$ cat src/sv/pipp_pkg.sv
// ----------------------------------------------------------------------------
// pipp_pkg
// Shared types and constants for the point-in-polygon ray-casting block.
// ----------------------------------------------------------------------------
package pipp_pkg;

  localparam int SLOT_BITS  = 6;
  localparam int COUNT_BITS = 7;

  localparam logic FUNC_LOAD  = 1'b0;
  localparam logic FUNC_QUERY = 1'b1;

  typedef enum logic [1:0] {
    ST_IDLE,
    ST_WALK,
    ST_DRAIN
  } state_t;

  // control into the edge datapath
  typedef struct packed {
    logic init;      // load query point, clear parity
    logic edge_vld;  // one edge presented this cycle
  } edge_ctl_t;

  // status out of the edge datapath
  typedef struct packed {
    logic pend;      // edge still in flight
  } edge_sts_t;

endpackage

$ cat src/sv/pipp_edge_unit.sv
// ----------------------------------------------------------------------------
// pipp_edge_unit
// Pipelined edge test: y ordering and query-y rise, slope operands,
// cross products, parity update. One edge per cycle.
// ----------------------------------------------------------------------------
module pipp_edge_unit #(
  parameter int COORD_BITS = 24,
  parameter int MAX_POINTS = 64
) (
  input  logic                         clk,
  input  logic                         rst_n,
  input  pipp_pkg::edge_ctl_t          ctl,
  input  logic signed [COORD_BITS-1:0] init_px,
  input  logic signed [COORD_BITS-1:0] init_py,
  input  logic signed [COORD_BITS-1:0] vtx_a_x,
  input  logic signed [COORD_BITS-1:0] vtx_a_y,
  input  logic signed [COORD_BITS-1:0] vtx_b_x,
  input  logic signed [COORD_BITS-1:0] vtx_b_y,
  output pipp_pkg::edge_sts_t          sts,
  output logic                         parity
);

  localparam int CB = COORD_BITS;
  // query y grows by at most one per edge
  localparam int PW = CB + $clog2(MAX_POINTS) + 1;
  localparam int DW = CB + 1;
  localparam int MW = PW + DW;

  // ---------------- stage A: order endpoints, rise query y
  logic signed [CB-1:0] px_r;
  logic signed [PW-1:0] py_r;
  logic signed [PW-1:0] py_nxt;
  logic signed [PW-1:0] ly_w, uy_w, init_py_w;
  logic signed [CB-1:0] lx, ly, ux, uy;
  logic                 swap, py_hit;

  assign swap = vtx_a_y > vtx_b_y;
  assign lx   = swap ? vtx_b_x : vtx_a_x;
  assign ly   = swap ? vtx_b_y : vtx_a_y;
  assign ux   = swap ? vtx_a_x : vtx_b_x;
  assign uy   = swap ? vtx_a_y : vtx_b_y;

  assign ly_w      = {{(PW-CB){ly[CB-1]}}, ly};
  assign uy_w      = {{(PW-CB){uy[CB-1]}}, uy};
  assign init_py_w = {{(PW-CB){init_py[CB-1]}}, init_py};
  assign py_hit    = (py_r == ly_w) || (py_r == uy_w);
  assign py_nxt    = py_r + $signed({{(PW-1){1'b0}}, py_hit});

  logic                 a_vld_r;
  logic signed [CB-1:0] a_lx_r, a_ly_r, a_ux_r, a_uy_r;
  logic signed [PW-1:0] a_py_r;

  always_ff @(posedge clk) begin
    if (ctl.init) begin
      px_r <= init_px;
      py_r <= init_py_w;
    end else if (ctl.edge_vld) begin
      py_r <= py_nxt;
    end
    a_lx_r <= lx;
    a_ly_r <= ly;
    a_ux_r <= ux;
    a_uy_r <= uy;
    a_py_r <= py_nxt;
  end

  // ---------------- stage B: range flags and cross-product operands
  logic signed [PW-1:0] a_ly_w, a_uy_w;
  logic signed [CB-1:0] mn, mx;
  logic                 between, left, mid;
  logic        [PW-1:0] diff_a;
  logic        [DW-1:0] diff_c;
  logic signed [DW-1:0] diff_b, diff_d;
  logic        [DW-1:0] mag_b, mag_d;

  assign a_ly_w  = {{(PW-CB){a_ly_r[CB-1]}}, a_ly_r};
  assign a_uy_w  = {{(PW-CB){a_uy_r[CB-1]}}, a_uy_r};
  assign between = (a_py_r < a_uy_w) && (a_py_r > a_ly_w);
  assign mn      = (a_lx_r < a_ux_r) ? a_lx_r : a_ux_r;
  assign mx      = (a_lx_r < a_ux_r) ? a_ux_r : a_lx_r;
  assign left    = px_r < mn;
  assign mid     = px_r < mx;

  assign diff_a = a_py_r - a_ly_w;
  assign diff_c = {a_uy_r[CB-1], a_uy_r} - {a_ly_r[CB-1], a_ly_r};
  assign diff_b = {px_r[CB-1], px_r} - {a_lx_r[CB-1], a_lx_r};
  assign diff_d = {a_ux_r[CB-1], a_ux_r} - {a_lx_r[CB-1], a_lx_r};
  assign mag_b  = diff_b[DW-1] ? -diff_b : diff_b;
  assign mag_d  = diff_d[DW-1] ? -diff_d : diff_d;

  logic          b_vld_r, b_left_r, b_mid_r, b_dpos_r;
  logic [PW-1:0] b_a_r;
  logic [DW-1:0] b_c_r, b_mb_r, b_md_r;

  always_ff @(posedge clk) begin
    b_left_r <= between && left;
    b_mid_r  <= between && !left && mid;
    b_dpos_r <= !diff_d[DW-1] && (diff_d != '0);
    b_a_r    <= diff_a;
    b_c_r    <= diff_c;
    b_mb_r   <= mag_b;
    b_md_r   <= mag_d;
  end

  // ---------------- stage M: products
  logic          m_vld_r, m_left_r, m_mid_r, m_dpos_r;
  logic [MW-1:0] m_ad_r, m_cb_r;

  always_ff @(posedge clk) begin
    m_left_r <= b_left_r;
    m_mid_r  <= b_mid_r;
    m_dpos_r <= b_dpos_r;
    m_ad_r   <= {{DW{1'b0}}, b_a_r} * {{PW{1'b0}}, b_md_r};
    m_cb_r   <= {{PW{1'b0}}, b_c_r} * {{PW{1'b0}}, b_mb_r};
  end

  // ---------------- stage C: compare and toggle
  logic parity_r;
  logic tog;

  assign tog = m_left_r ||
               (m_mid_r && (m_dpos_r ? (m_ad_r > m_cb_r) : (m_cb_r > m_ad_r)));

  always_ff @(posedge clk) begin
    if (!rst_n) begin
      a_vld_r  <= 1'b0;
      b_vld_r  <= 1'b0;
      m_vld_r  <= 1'b0;
      parity_r <= 1'b0;
    end else begin
      a_vld_r <= ctl.edge_vld;
      b_vld_r <= a_vld_r;
      m_vld_r <= b_vld_r;
      if (ctl.init) begin
        parity_r <= 1'b0;
      end else if (m_vld_r) begin
        parity_r <= parity_r ^ tog;
      end
    end
  end

  assign sts.pend = a_vld_r || b_vld_r || m_vld_r;
  assign parity   = parity_r;

endmodule

$ cat config.mk
export PLATFORM = sky130hd
export DESIGN_NAME = pipp_edge_unit
export DESIGN_NICKNAME = d
export VERILOG_FILES = /design/src/sv/pipp_pkg.sv /design/src/sv/pipp_edge_unit.sv
export SDC_FILE = /design/constraint.sdc
export NUM_CORES = 2
export LEC_CHECK = 0
export BUFFER_PORTS_ARGS = -buffer_cell sky130_fd_sc_hd__buf_2
export CAP_MARGIN = 25
export CORE_MARGIN = 5
export CORE_UTILIZATION = 35
export CTS_BUF_LIST = sky130_fd_sc_hd__clkbuf_8
export DETAILED_ROUTE_END_ITERATION = 10
export GPL_ROUTABILITY_DRIVEN = 0
export GPL_TIMING_DRIVEN = 0
export SYNTH_ARGS = -nofsm -noshare
export SYNTH_HDL_FRONTEND = slang
export SYNTH_SLANG_ARGS = --single-unit
$ cat constraint.sdc
create_clock -name clk -period 7.72 [get_ports clk]
set_input_delay 1.158 -clock clk [delete_from_list [all_inputs] [get_ports clk]]
set_output_delay 1.158 -clock clk [all_outputs]
set_load 0.02 [all_outputs]
Yosys cells after proc, flatten, opt, wreduce, memory -nomap -nowiden

Cells that the tools add are included.

Add/subtract/negate cells: 7
Multiply operators: 2
Order comparisons: 8
Equal/unequal tests: 2
Multiplexer cells: 11
Bitwise gates (word level): 2
Reduce and logical (&&, ||, !) cells: 15

Operators with widths:

| cell                | count |
|---|---|
| $mux W24            | 8 |
| $sub A24 B24 Y25    | 3 |
| $lt A24 B24 Y1      | 3 |
| $eq A31 B24 Y1      | 2 |
| $mux W31            | 2 |
| $gt A50 B56 Y1      | 1 |
| $gt A56 B50 Y1      | 1 |
| $mul A31 B25 Y56    | 1 |
| $mul A25 B25 Y50    | 1 |
| $neg A25 Y25        | 2 |
| $add A31 B2 Y31     | 1 |
| $gt A31 B24 Y1      | 1 |
| $lt A31 B24 Y1      | 1 |
| $sub A31 B24 Y31    | 1 |
| $reduce_bool A25 Y1 | 1 |
| $gt A24 B24 Y1      | 1 |
| $logic_and A1 B1 Y1 | 6 |
| $logic_or A1 B1 Y1  | 4 |
| $logic_not A1 Y1    | 2 |
| $reduce_bool A2 Y1  | 1 |
| $reduce_or A2 Y1    | 1 |
| $mux W1             | 1 |
| $not A1 Y1          | 1 |
| $xor A1 B1 Y1       | 1 |

Flip-flop bits (word level): 404
Input bits: 148
Output and inout bits: 2
Logic and storage cells: 72

Logic depth before layout (Yosys ltp)

Word-level depth: 7
Mapped depth: 29
Mapped depth without buffers: 27

Worst setup path after synthesis

No wires, ideal clock.

Path kind: register to register
Start: register b_mb_r[4]
End: register m_cb_r[49]
Setup time: 125 ps
Data arrival time: 6925 ps
Data required time: 7595 ps
Slack: 670 ps
Cell stages (with the launch flop): 29
Path buffers: 2
Period minus slack after synthesis: 7050 ps
Cells stage by stage: dfxtp_1 -> clkbuf_1 -> clkbuf_1 -> nand2_1 -> fa_1 -> inv_1 -> fa_1 -> inv_1 -> fa_1 -> inv_1 -> fa_1 -> inv_1 -> fa_1 -> inv_1 -> fa_1 -> inv_1 -> fa_1 -> inv_1 -> ha_1 -> o21ai_0 -> o31a_1 -> or3_1 -> o21bai_1 -> a211oi_1 -> nor2_1 -> a41oi_1 -> a221oi_1 -> a221oi_1 -> xnor2_1

Cells in the longest elaborated chain, start to end: 1

Ends and longest elaborated chain:

| what                     | line                  | source |
|---|---|---|
| start: declaration       | pipp_edge_unit.sv:93  | `logic [DW-1:0] b_c_r, b_mb_r, b_md_r;` |
| start signal: assignment | pipp_edge_unit.sv:101 | `b_mb_r <= mag_b;` |
| $mul A25 B25 Y50         | pipp_edge_unit.sv:114 | `m_cb_r <= {{PW{1'b0}}, b_c_r} * {{PW{1'b0}}, b_mb_r};` |
| end signal: assignment   | pipp_edge_unit.sv:114 |  |
| end: declaration         | pipp_edge_unit.sv:107 | `logic [MW-1:0] m_ad_r, m_cb_r;` |

Every way passes these cells.
A chain may end at the register's enable or synchronous reset.

Worst setup path in the final report

Start: register b_mb_r[3]
End: register m_cb_r[46]

Same word-level chain as after synthesis.

==> impl_summary.log <==
[metrics] share of synthesized registers carrying an async set or reset: 0
[metrics] number of hold-repair buffers added at the cts stage: 0
[metrics] Synthesized Nets: 9,348
[metrics] top-level port count: 150
[metrics] crit path capture type: flop
[metrics] Max FO, Critical Path: 10
[metrics] htree depth: 3
[metrics] DRC viols: 0
[metrics] Largest stage delay, worst path: between 0.6 and 0.7 ns
[metrics] final hold violations: 0
[metrics] final count of pins violating max slew: 0
[metrics] number of stages on the worst hold path: 0
[metrics] destination of the worst hold path: m_mid_r
[metrics] hold_ws: about 0.33 ns
[metrics] count of TritonRoute iterations in the first routing pass: 8
[metrics] number of vias in the routed layout: approximately 52,000
[metrics] number of standard-cell rows in the floorplan: 160
[metrics] worst-skew pair later-pin latency: 0.77 ns
[metrics] number of sinks handled by clock tree synthesis: just over 400
[metrics] met2 track utilization from global routing: 0.353
[metrics] post-synthesis simple-gate area fraction: 0.159
[metrics] Crit Reg-Reg Startpoint: b_mb_r[3]
[metrics] dominant combinational cell family by area after synthesis: adder cells
[metrics] post-synthesis instance area: roughly 0.067 mm²
[metrics] status: complete, no violations
[metrics] Avg Inst Size Synth: between 9 and 10 µm²
[metrics] first-pass GRT wire length: approximately 340,000 µm
[metrics] required time at the worst-slack endpoint: 8.37 ns
[metrics] via count of the first global-routing pass: 55,400
[metrics] Avg WL per Cell: 22.0 µm
[metrics] start point of the worst hold path: b_mid_r
[metrics] ANT nets after route: 0
[metrics] met1 global-route usage: 0.287
[metrics] global-route usage over all layers: 0.225
[metrics] Synth Flop Type: dfxtp_1
[metrics] DRC marker count from the first detailed-route iteration: approximately 4,500
[metrics] sequential-to-total area share from yosys stat: 0.129
[metrics] fin crit share: 0.979
[metrics] final setup violating endpoints: 0
[metrics] CTS tree: done
[metrics] maximum number of pins on one net before global-route repair: 32
[metrics] Root Driver: clkbuf_8
[metrics] layer carrying the most global-route usage: met2
[metrics] TritonCTS Buffers: just over 70
[metrics] Crit Reg-Reg Endpoint: m_cb_r[46]
[metrics] worst min-delay path category: reg -> reg
[metrics] slowest cell on the critical path: fa_1
[metrics] Period minus WS final: about 7.6 ns
[metrics] commonest non-fill, non-tap cell in the layout: inv_1
[metrics] worst slew margin relative to its limit: 0.307
[metrics] Fillers: about 19,000
[metrics] number of instances in the synthesized netlist: roughly 7,400
[metrics] Post-Synth Adder-Cell Area: 0.477
[metrics] WS Path Type: reg -> reg
[metrics] Initial Utilization: 0.351
[metrics] horizontal die dimension: 447 µm
[metrics] setup slack, reg-to-reg: between 0.15 and 0.2 ns
[metrics] min setup slack post-route: 0.165 ns
[metrics] placed wire-length estimate after detailed placement: 189,000 µm
[metrics] parity-gate share of the synthesized area counting xor and xnor cells: 0.0367
[metrics] Distinct cells, synth: about 80
[metrics] arrival time worst endpoint: about 8.2 ns
[metrics] Max Clk Rate: about 0.13 GHz
[metrics] flip-flop and latch count after synthesis: between 400 and 500
[metrics] initial antenna violation count: 33
[metrics] Via density: just over 5
[metrics] top library cells by usage in the layout, fill and taps aside: 1,562 x inv_1, 1,191 x fa_1, 817 x nand2_1
[metrics] startpoint types: flop
[metrics] pin slew with the least headroom to its limit: approximately 1.0 ns
[metrics] floorplan core area: roughly 0.19 mm²
[metrics] post-route insts no fill: slightly above 10,000
[metrics] Worst-path clk slew: around 0.09 ns
[metrics] signed area change from the synthesized netlist to the final layout: 10.0%
[metrics] fraction of met3 tracks used by global routing: 0.0477
[metrics] number of synthesis warnings: 0
[metrics] fraction of final layout cells sized beyond drive strength 1: 0.0928
[metrics] RSZ-0062 raised after global routing: true
[metrics] post-synthesis compound-gate area fraction: 0.0780
[metrics] Die Span Y: 447 µm
[metrics] total number of nets in the final design: ~9,600
[metrics] full die area: 0.200 mm²
[metrics] setup skew after layout: between 0.07 and 0.08 ns
[metrics] worst reg-to-reg path cell count: 25
[metrics] CTS Buffer Depth: 3
[metrics] overflow left after global routing: 0
[metrics] Post-synth EDFFs: 55
[metrics] multiplexer share of the synthesized area: 0.0170
[metrics] count of input and output buffers: 149
[metrics] final wirelength: approximately 220,000 µm
[metrics] post-placement cell count: 10,000
[metrics] worst setup slack after placement: -1.20 ns
[metrics] total of max-cap violations: 0
[metrics] Worst path most repeated cell: fa_1
critical path, delay by kind of cell (launching register included):
kind	cells	cell delay, ns
DFF	1	0.45
buffers and inverters	5	0.52
and+or+nand+nor	2	0.56
xor gates and xnor gates	1	0.15
AOI/OAI and AO/OA	9	1.89
adders and majority gates	8	3.91
per-layer routing:
| metal | vias up | wire (µm) | share of wire |
|---|---|---|---|
| li1 | 23200 | - | - |
| met1 | 26200 | 89300 | 0.40 |
| met4 | 6 | 16700 | 0.074 |
| met3 | 653 | 20000 | 0.089 |
| met5 | - | 46 | 0.00020 |
| met2 | 2465 | 98500 | 0.44 |
synth_stat cells, drive strengths merged (6+ instances only):
| master | count | area share |
|---|---|---|
| inv | 1544 | 0.087 |
| fa | 1194 | 0.36 |
| nand2 | 818 | 0.046 |
| and2 | 755 | 0.071 |
| ha | 634 | 0.12 |
| dfxtp | 349 | 0.10 |
| clkbuf | 285 | 0.016 |
| a21oi | 237 | 0.018 |
| xnor2 | 195 | 0.026 |
| nor2 | 184 | 0.010 |
| o21ai | 184 | 0.014 |
| a21o | 136 | 0.015 |
| xor2 | 84 | 0.011 |
| nand3 | 77 | 0.0058 |
| mux2 | 74 | 0.012 |
| edfxtp | 55 | 0.025 |
| nand4 | 53 | 0.0051 |
| nor2b | 40 | 0.0037 |
| o21a | 36 | 0.0040 |
| nor3 | 35 | 0.0027 |
| o21bai | 32 | 0.0036 |
| mux2i | 30 | 0.0045 |
| nand2b | 29 | 0.0027 |
| a31oi | 27 | 0.0026 |
| a211oi | 25 | 0.0028 |
| and3 | 24 | 0.0022 |
| or3 | 21 | 0.0020 |
| nor4 | 20 | 0.0022 |
| o211ai | 19 | 0.0021 |
| o22ai | 15 | 0.0014 |
| o31ai | 12 | 0.0013 |
| or2 | 12 | 0.0011 |
| buf | 10 | 0.00062 |
| a221oi | 9 | 0.0012 |
| or4 | 9 | 0.0011 |
| a21boi | 7 | 0.00079 |
| a31o | 7 | 0.00092 |
| nand4b | 7 | 0.00092 |
| o2111ai | 7 | 0.00092 |
| a211o | 6 | 0.00079 |
| a221o | 6 | 0.00090 |
| a41oi | 6 | 0.00079 |
| o31a | 6 | 0.00079 |
| o41ai | 6 | 0.0010 |
what timing repair did:
| item | CTS | global route |
|---|---|---|
| endpoints found under the setup margin | 54 | 31 |
| pin swaps | 2 | 12 |
| gates resized for setup | 296 | 433 |
| buffers inserted | 0 | 13 |
cell type report:
class                           instances  area (µm²)  area share
Timing Repair Buffer                  162         856      0.0116
Clock inverter                         47         468     0.00637
Antenna cell                           16        40.0    0.000545
Sequential cell                       404        8860       0.121
Multi-Input combinational cell       5129       51400       0.700
Inverter                             1544        5800      0.0789
Clock buffer                           83        1140      0.0155
Buffer                                289        1760      0.0240
Tap cell                             2511        3140      0.0428
cell families (layout without fill, tap and decap cells):
logic type,count (synthesis),count (layout)
AOI/OAI and AO/OA,818,818
xor gates and xnor gates,279,279
adders and majority gates,1828,1828
buffers and inverters,1839,2125
DFF,404,404
muxes,104,104
other,0,16
and+or+nand+nor,2100,2100
flip-flops by register name (all words and copies together), names as in the netlist, 24 cells and up:
| name | flops |
|---|---|
| a_ly_r | 24 |
| b_a_r | 31 |
| b_mb_r | 25 |
| m_cb_r | 50 |
| a_lx_r | 24 |
| a_uy_r | 24 |
| b_md_r | 25 |
| a_ux_r | 24 |
| py_r | 31 |
| m_ad_r | 56 |
| px_r | 24 |
| a_py_r | 31 |
| b_c_r | 25 |
stage by stage:
stage	cell area (µm²)	util	setup TNS, ns
floorplan	66800	-	0
global placement	70700	0.372	-25.15
detailed placement	70700	0.372	-27.52
CTS	72700	0.383	-0.0185
global route	73400	0.387	-0.186
finish	73500	0.387	0
worst max-delay path by stage:
stage                from          to  slack (ns)  cells past startpoint
5_1_grt         b_a_r[10]  m_ad_r[28]       -0.04                     27
3_3_place_gp   b_mb_r[16]  m_cb_r[49]       -1.17                     26
2_1_floorplan   b_mb_r[4]  m_cb_r[49]        0.67                     28
3_5_place_dp   b_mb_r[16]  m_cb_r[49]       -1.20                     26
6_report        b_mb_r[3]  m_cb_r[46]        0.16                     25
4_1_cts         b_c_r[24]  m_cb_r[49]       -0.02                     25
Power is left out: the tool's default activity adds up to more than one toggle a clock period on the data nets, which glitch-free logic cannot reach.
